--- config.mk ---
export PLATFORM = sky130hd
export DESIGN_NAME = bcs_mul
export DESIGN_NICKNAME = d
export VERILOG_FILES = /design/src/rtl/core/bcs_mul.sv
export SDC_FILE = /design/constraint.sdc
export NUM_CORES = 2
export LEC_CHECK = 0
export BUFFER_PORTS_ARGS = -buffer_cell sky130_fd_sc_hd__buf_2
export CAP_MARGIN = 20
export CORE_ASPECT_RATIO = 0.5
export CORE_MARGIN = 5
export CORE_UTILIZATION = 40
export CTS_CLUSTER_DIAMETER = 30
export CTS_CLUSTER_SIZE = 28
export DETAILED_ROUTE_END_ITERATION = 10
export PLACE_DENSITY_LB_ADDON = 0.12
export RECOVER_POWER = 25
export REMOVE_ABC_BUFFERS = 1
export SLEW_MARGIN = 0
export SYNTH_ARGS = -nofsm -noshare
export SYNTH_HDL_FRONTEND = slang
export SYNTH_SLANG_ARGS = --single-unit
export TNS_END_PERCENT = 100
--- constraint.sdc ---
create_clock -name clock -period 12.3 [get_ports clock]
set_clock_uncertainty 0.15 [all_clocks]
set_input_delay 2.46 -clock clock [delete_from_list [all_inputs] [get_ports clock]]
set_output_delay 2.46 -clock clock [all_outputs]
set_load 0.02 [all_outputs]
--- src/rtl/core/bcs_mul.sv ---
// Shared signed 35 by 35 multiplier with a registered product.
module bcs_mul (
   input  logic                clock,
   input  logic                enable,
   input  logic signed [34:0]  op_a,
   input  logic signed [34:0]  op_b,
   output logic signed [69:0]  prod
);

   logic signed [69:0] prod_ff;

   // The product is held while the sequencer stalls.
   always_ff @(posedge clock) begin
      if (enable) begin
         prod_ff <= op_a * op_b;
      end
   end

   assign prod = prod_ff;

endmodule

==> impl_metrics.toml <==
[yosys]
synth_top_family_by_area = "adder cells"
synthAdderAreaFrac = 0.6332
syn_inst = 4671
synth_top_area_frac = 0.5763
yosys_warnings = 0
synth_edf_count = 70
synthesis.area_sq_um = 45540
synthMuxAreaShare = 0
ys_seq_area_frac = 0.04616
synth_compound_area_frac = 0.03300
synth-xor-area-share = 0.01519
synth_simple_gate_area_share = 0.1539
synth_ff_type = "edfxtp_1"
synthArstFlopShare = 0
synth_area_leader_cell = "fa_1"
synth_area_per_cell_sq_um = 9.750
yosysUniqueCellTypes = 71
synth_seq_cells = 70
synth.most_common_cell = "fa_1"
synthTopCellsByCount = "1311 x fa_1, 1158 x inv_1, 667 x and2_1, 569 x nand2_1, 230 x clkbuf_1"
ys_top_cells_by_area = "fa_1 58%, inv_1 9.5%, and2_1 9.2%"

[global_routing]
grt_pass1_vias = 34760
grt_pass1_wl_um = 202600
antenna_found_initial = 7
grt_start_max_net_pins = 51
overflow = 0
grt_use_total = 0.2164

[floorplanning]
die_h_um = 248.6
io_pins = 142
core_sq_um = 112900
die_area_sq_um = 121100
rows = 87
die_x_um = 487.2
initial_core_util = 0.4034

[critical_path]
critPathMaxFanout = 35
crit_arrival_ns = 10.97
setup.worst_path.start_class = "primary input"
path_class = "in2reg"
cpPeakStageDelay_ns = 0.87
worst_ep_required_time_ns = 12.25
crit_slowest_cell = "fa_1"
cp-end-kind = "flip-flop"
cp_common_cell = "fa_1"
path_cells = "buf_2 > and2_1 > ha_1 > fa_2 > fa_1 > buf_4 > fa_1 > fa_1 > fa_1 > fa_1 > inv_1 > fa_1 > inv_1 > ha_1 > a21o_1 > a21o_1 > a21oi_1 > and3_1 > o211ai_1 > a21o_1 > a31oi_1 > o21a_1 > o21ai_1 > xor2_1"

[timing]
slew-limit-headroom = 0.2507
period_minus_slack_ns = 11.02
max_freq_mhz = 90.78
finalSetupViolCount = 0
fin_tns_setup_ns = 0
grt_setup_unrepaired = "no"
fin_crit_sh = 0.8956
slew_violations = 0
finalHoldViolations = 0
worst_pin_slew_ns = 1.124

[status]
status = "complete, no violations"

[place]
gp_congestion = 0.8581
port_buffers = 141
dpl.hpwl_um = 106800

[finish]
largest_reg_flops = 70
area_growth_pct = 4.717
nNetsFinal = 6205
drive_gt1_frac = 0.04156
fillers = 11160

[clocking]
post_cts_buffers = 0
ctsResizeCount = 0
ctsRootBufferMaster = "clkbuf_16"
clkTransAtPathRegs_ns = 0.07
cts_hold_buffers = 0
cts_tree = "built"
numClockSinks = 70
clk_path_buf_depth = 2
cts_buffers = 9
cts.htree.levels = 3

[detailed_routing]
drc = 0
ant_nets = 0
wire_per_inst_um = 20.73
dr.pass1.iters = 5
wl_um = 127200
drt_iter0_drc = 1473
vias = 30600
via_per_inst = 4.987

[min_path]
hold_class = "in2reg"
hold_path_depth = 3

[flow_run]
drv_cap = 0
==> kinds of logic (layout without fill, tap and decap cells) <==
family / Yosys count / count (layout)
compound gates: 229 / 229
xor+xnor: 79 / 79
fa+ha+maj: 1518 / 1518
buf+inv: 1410 / 1359
flops: 70 / 70
other cells: 0 / 2
simple gates: 1365 / 1365
==> through the flow <==
step / area [sq um] / setup WS, ns / util / hold WS (ns) / instances
floorplan: 44490 / 2.028 / - / 2.423 / 4420
global placement: 47440 / 1.159 / 0.4203 / 2.720 / 6117
detailed placement: 47440 / 1.054 / 0.4203 / 2.722 / 6117
CTS: 47730 / 1.431 / 0.4228 / 2.337 / 6133
global route: 47680 / 0.9100 / 0.4224 / 2.715 / 6133
finish: 47690 / 1.284 / 0.4225 / 2.705 / 6135
==> layout by cell type (no fill, tap or decap), drive strengths merged, types with 3 or more instances in the layout <==
master / count
a211o: 3
a211oi: 3
a21o: 39
a21oi: 76
a31oi: 8
and2: 667
and3: 12
and4: 4
buf: 151
clkbuf: 42
edfxtp: 70
fa: 1311
ha: 207
inv: 1164
nand2: 569
nand2b: 15
nand3: 9
nand4: 17
nor2: 53
nor2b: 5
o211ai: 5
o21a: 9
o21ai: 48
o21bai: 12
o31ai: 3
or3: 3
xnor2: 54
xor2: 25
==> routing by layer <==
layer	wire [um]	GRT usage	up-vias	share of wire
met5	13	0	-	0.00010
met4	2390	0.03610	2	0.019
met3	4664	0.02281	102	0.037
met2	68000	0.3984	582	0.53
met1	52090	0.2796	16740	0.41
li1	-	-	13180	-
==> path summary, 6_finish.rpt <==
path  slack, ns  startpoint       end
min        2.70     op_b[0]   prod[0]
max        1.28     op_b[1]  prod[68]
==> critical path: cells and delay by family <==
| family | cells | cell delay (ns) |
|---|---|---|
| xor gates and xnor gates | 1 | 0.15 |
| and+or+nand+nor | 2 | 0.48 |
| adders and majority gates | 9 | 4.59 |
| buffers and inverters | 4 | 0.94 |
| AOI/OAI and AO/OA | 8 | 2.31 |
==> cell type report <==
| class | instances | area (sq um) | share of cell area |
|---|---|---|---|
| Antenna cell | 2 | 5.005 | 0.0001049 |
| Clock buffer | 9 | 225.2 | 0.004723 |
| Clock inverter | 7 | 61.31 | 0.001286 |
| Inverter | 1159 | 4350 | 0.09123 |
| Multi-Input combinational cell | 3191 | 38040 | 0.7977 |
| Sequential cell | 70 | 2102 | 0.04408 |
| Tap cell | 1513 | 1893 | 0.03970 |
| Timing Repair Buffer | 184 | 1010 | 0.02117 |
Power is left out: the tool's default activity adds up to more than one toggle a clock period on the data nets, which glitch-free logic cannot reach.
