**src/rtl/core/bcs_pkg.sv**
```systemverilog
// Shared types and constants of the sampled Bezier closest-point search.
package bcs_pkg;

   // Largest interval count that the search accepts; larger settings are clamped.
   localparam logic [10:0] MAX_SLICES = 11'd1024;
   localparam logic [10:0] RESET_INTERVALS = 11'd64;

   // One step of the per-sample multiply schedule.
   localparam int STEP_W = 5;
   localparam logic [STEP_W-1:0] STEP_UU   = 5'd0;
   localparam logic [STEP_W-1:0] STEP_TT   = 5'd1;
   localparam logic [STEP_W-1:0] STEP_W0   = 5'd2;
   localparam logic [STEP_W-1:0] STEP_W1   = 5'd3;
   localparam logic [STEP_W-1:0] STEP_W2   = 5'd4;
   localparam logic [STEP_W-1:0] STEP_W3   = 5'd5;
   localparam logic [STEP_W-1:0] STEP_BX   = 5'd6;
   localparam logic [STEP_W-1:0] STEP_BY   = 5'd14;
   localparam logic [STEP_W-1:0] STEP_DX   = 5'd22;
   localparam logic [STEP_W-1:0] STEP_DY   = 5'd23;
   localparam logic [STEP_W-1:0] STEP_LAST = 5'd24;

   typedef enum logic [1:0] {
      ST_IDLE,
      ST_DIV,
      ST_RUN
   } state_type;

   typedef struct packed {
      logic signed [31:0] ctrl0_x;
      logic signed [31:0] ctrl0_y;
      logic signed [31:0] ctrl1_x;
      logic signed [31:0] ctrl1_y;
      logic signed [31:0] ctrl2_x;
      logic signed [31:0] ctrl2_y;
      logic signed [31:0] ctrl3_x;
      logic signed [31:0] ctrl3_y;
      logic signed [31:0] query_x;
      logic signed [31:0] query_y;
   } req_type;

   typedef struct packed {
      logic [10:0] best_index;
      logic [16:0] best_param;
      logic [63:0] best_dist_sq;
   } rsp_type;

   // Status of the parameter step divider.
   typedef struct packed {
      logic        done;
      logic [16:0] quot;
      logic [10:0] rem;
   } div_result_type;

endpackage

```
**src/rtl/core/bcs_div.sv**
```systemverilog
// Restoring divider that splits 65536 by the interval count, one bit per cycle.
module bcs_div (
   input  logic                    clock,
   input  logic                    reset,
   input  logic                    start,
   input  logic [10:0]             divisor,
   output bcs_pkg::div_result_type result
);

   logic        busy_ff;
   logic        done_ff;
   logic [4:0]  cnt_ff;
   logic [10:0] rem_ff;
   logic [16:0] quot_ff;
   logic [10:0] dvs_ff;
   logic        num_bit;
   logic [11:0] rem_sh;
   logic        fits;

   // The dividend 65536 has only its top bit set, which enters first.
   assign num_bit = (cnt_ff == 5'd0);
   assign rem_sh  = {rem_ff, num_bit};
   assign fits    = (rem_sh >= {1'b0, dvs_ff});

   // Control of the iteration.
   always_ff @(posedge clock) begin
      if (reset) begin
         busy_ff <= 1'b0;
         done_ff <= 1'b0;
         cnt_ff  <= 5'd0;
      end else begin
         done_ff <= 1'b0;
         if (start) begin
            busy_ff <= 1'b1;
            cnt_ff  <= 5'd0;
         end else if (busy_ff) begin
            cnt_ff <= cnt_ff + 5'd1;
            if (cnt_ff == 5'd16) begin
               busy_ff <= 1'b0;
               done_ff <= 1'b1;
            end
         end
      end
   end

   // Partial remainder and quotient bits.
   always_ff @(posedge clock) begin
      if (start) begin
         dvs_ff  <= divisor;
         rem_ff  <= 11'd0;
         quot_ff <= 17'd0;
      end else if (busy_ff) begin
         rem_ff  <= fits ? 11'(rem_sh - {1'b0, dvs_ff}) : rem_sh[10:0];
         quot_ff <= {quot_ff[15:0], fits};
      end
   end

   assign result.done = done_ff;
   assign result.quot = quot_ff;
   assign result.rem  = rem_ff;

endmodule

```
**config.mk**
```make
export PLATFORM = sky130hd
export DESIGN_NAME = bcs_div
export DESIGN_NICKNAME = d
export VERILOG_FILES = /design/src/rtl/core/bcs_pkg.sv /design/src/rtl/core/bcs_div.sv
export SDC_FILE = /design/constraint.sdc
export NUM_CORES = 1
export LEC_CHECK = 0
export ABC_AREA = 1
export ABC_CLOCK_PERIOD_IN_PS = 4500
export BUFFER_PORTS_ARGS = -buffer_cell sky130_fd_sc_hd__buf_4
export CAP_MARGIN = 25
export CORE_MARGIN = 2
export CORE_UTILIZATION = 55
export DETAILED_ROUTE_END_ITERATION = 8
export PLACE_DENSITY = 0.79
export SLEW_MARGIN = 20
export SYNTH_ARGS = -nofsm -noshare
export SYNTH_HDL_FRONTEND = slang
export SYNTH_SLANG_ARGS = --single-unit
export TNS_END_PERCENT = 20
```
**constraint.sdc**
```tcl
create_clock -name clock -period 4.5 [get_ports clock]
set_input_delay 1.35 -clock clock [delete_from_list [all_inputs] [get_ports clock]]
set_output_delay 1.35 -clock clock [all_outputs]
set_load 0.005 [all_outputs]
```
==> metrics <==
GR peak layer=met2; diodes inserted=0; CP Cell Sequence=inv_1, ha_1, nand4_1, ha_1, fa_1, inv_1, nand3_1, nand3_1, nand2_2, nand4_4, inv_2, nand2_1, nand3_1, nand2_1, inv_1; critical path arrival=between 2000 and 3000 ps; CTS tree=built; fmax=0.4059 GHz; GRT Total Usage=between 20% and 30%; most frequent cells in the layout=nand2_1, nor2_1, inv_1; largest net degree at the start of global routing=36; RSZ-0062 raised after global routing=no; hold path depth=2; drt first pass iters=4; Clock transition at path regs=around 90 ps; clk_skew=between 6 and 7 ps; Mapped Cells=330; grt total ovfl=0; actual slew at the worst max-slew pin=approximately 940 ps; DRC=0; hpwl dp=between 3 and 4 mm; Final #Nets=between 300 and 400; Inst Count DP=412; core footprint=approximately 4300 um2; max_cap viols=0; cts hold-fix bufs=0; Pwr Total=between 0.0009 and 0.001 W; Final TNS setup=0 ps; die width=roughly 71 um; final hold violation count=0; Finished Layout Cells=420; DR WL/cell=12.19 um; Max FO, Critical Path=13; Worst path slowest cell=fa_1; Setup Crit Path Kind=flip-flop to flip-flop; htree depth=2; Fillers=approximately 380; Die H=a little over 70 um; area delta synth->final=17.57%; synthesized cell area=about 2400 um2; CTS Buf Count=5; CP required=around 4700 ps; first-pass GRT wire length=a little under 9 mm; dpl ws=2036 ps; layout cells sized above 1=17.39%; Lkg Pwr=approximately 1.4 nW; register area share after synthesis=a little over two fifths; met3 usage=3.989%; WL final=5.118 mm; number of DRC markers in iteration 0=roughly 120; I/O pin count=43; Initial Util=between 50% and 60%; vias in the first global route=2011; post_cts resized=0; Crit. End Element=flip-flop; number of port buffers=42; die area=about 5000 um2; Finish-stage setup viols=0; Yosys Warn Count=0; Max-slew headroom=a little under two fifths; maximum vdd drop=a little under 0.0003 V; worst setup slack after layout=2036 ps; antenna violations before repair=0; met2 Usage GRT=34.80%; power per cell area=343.2 nW/um2; Root Driver=clkbuf_8; Netlist cell types=29; commonest non-fill, non-tap cell in the layout=nand2_1; grt met1 use=a little under 30%; synthesis-stage register bit count=46; Routed Antenna Nets=0; # Post-CTS Setup Buffers=0; Net Count, Synth=~360; area of the multi-input gates=1166 um2; Reg2Reg Depth=15; routability cong.=just under 1; outcome=finished, final reports clean; CTS sink cnt=46; synthesized area per cell=about 7.4 um2; min Tclk post-route=between 2000 and 2500 ps; FF/Latch Area=~1000 um2; Slew Viols, Final=0; drt via density=slightly above 5; Crit path largest cell delay=410 ps; CTS Buffer Depth=2; Setup crit start kind=flip-flop; clk_lat worst skew=just under 300 ps; routed via count=~2200; Worst Hold Class=flip-flop to flip-flop; number of cell rows=24; flop2flop setup slack=about 2000 ps; final worst-path cycle share=between 50% and 60%
==> stage by stage <==
stage                     cell area (um2)  utilization, %  hold slack, ps
after floorplan                      2435               -           475.0
after global placement               2758           64.22           484.5
after detailed placement             2758           64.22           492.8
after CTS                            2861           66.64           507.0
after global routing                 2863           66.67           537.9
final                                2863           66.67           502.4
==> cells by family after synthesis <==
family	count (synthesis)	share of synthesized area, %
AO/OA/AOI/OAI	37	7.863
AND/OR/NAND/NOR	167	30.37
buffers and inverters	60	9.764
flip-flops	46	42.34
adder cells (fa/ha/maj)	14	7.503
XOR/XNOR	6	2.158
==> state kept, by name, summed over array words and instances, names as in the netlist <==
| signal | flops |
|---|---|
| quot_ff | 17 |
| dvs_ff | 11 |
| rem_ff | 11 |
| cnt_ff | 5 |
| busy_ff | 1 |
| done_ff | 1 |
==> cell usage after synthesis (all sizes together) <==
cell type	number	area share, %
a211oi	1	0.31
a21oi	20	4.3
and2	1	0.26
buf	4	1.1
clkbuf	8	1.2
dfxtp	35	29
edfxtp	11	14
fa	1	0.82
ha	13	6.7
inv	48	7.4
nand2	73	12
nand3	27	6.0
nand4	9	2.9
nor2	50	7.9
nor3	5	1.0
o21ai	16	3.3
or2	2	0.51
xnor2	5	1.8
xor2	1	0.36
==> area by class of cell <==
| class | count | share of cell area (%) |
|---|---|---|
| inverters | 48 | 6.294 |
| repair buffers | 42 | 11.01 |
| multi-input cells | 224 | 40.73 |
| clock buffers | 7 | 3.409 |
| clock inverters | 1 | 0.2185 |
| flip-flops and latches | 46 | 36.06 |
| well taps | 52 | 2.273 |
==> layer usage <==
layer,part of all wire [%],wire (um)
met2,48,2460
met3,4.0,207
met5,0,0
met4,0.76,39
met1,47,2411
==> critical path: cells and delay by family (launching register included) <==
| family | cells | cell delay [ps] |
|---|---|---|
| simple gates | 8 | 920 |
| flops | 1 | 330 |
| buf+inv | 4 | 330 |
| fa+ha+maj | 3 | 820 |
==> worst paths after layout <==
check / from / endpoint
worst max-delay path: cnt_ff[1] / rem_ff[5]
worst min-delay path: quot_ff[0] / quot_ff[0]
worst max register to register: cnt_ff[1] / rem_ff[5]
worst min register to register: quot_ff[0] / quot_ff[0]
==> power breakdown <==
part	switching [W]	total [W]	internal, W
clock network	0.000136	0.000280	0.000144
logic	0.000127	0.000224	0.0000970
registers	0.0000264	0.000479	0.000452
(Power assumes the default switching activity.)
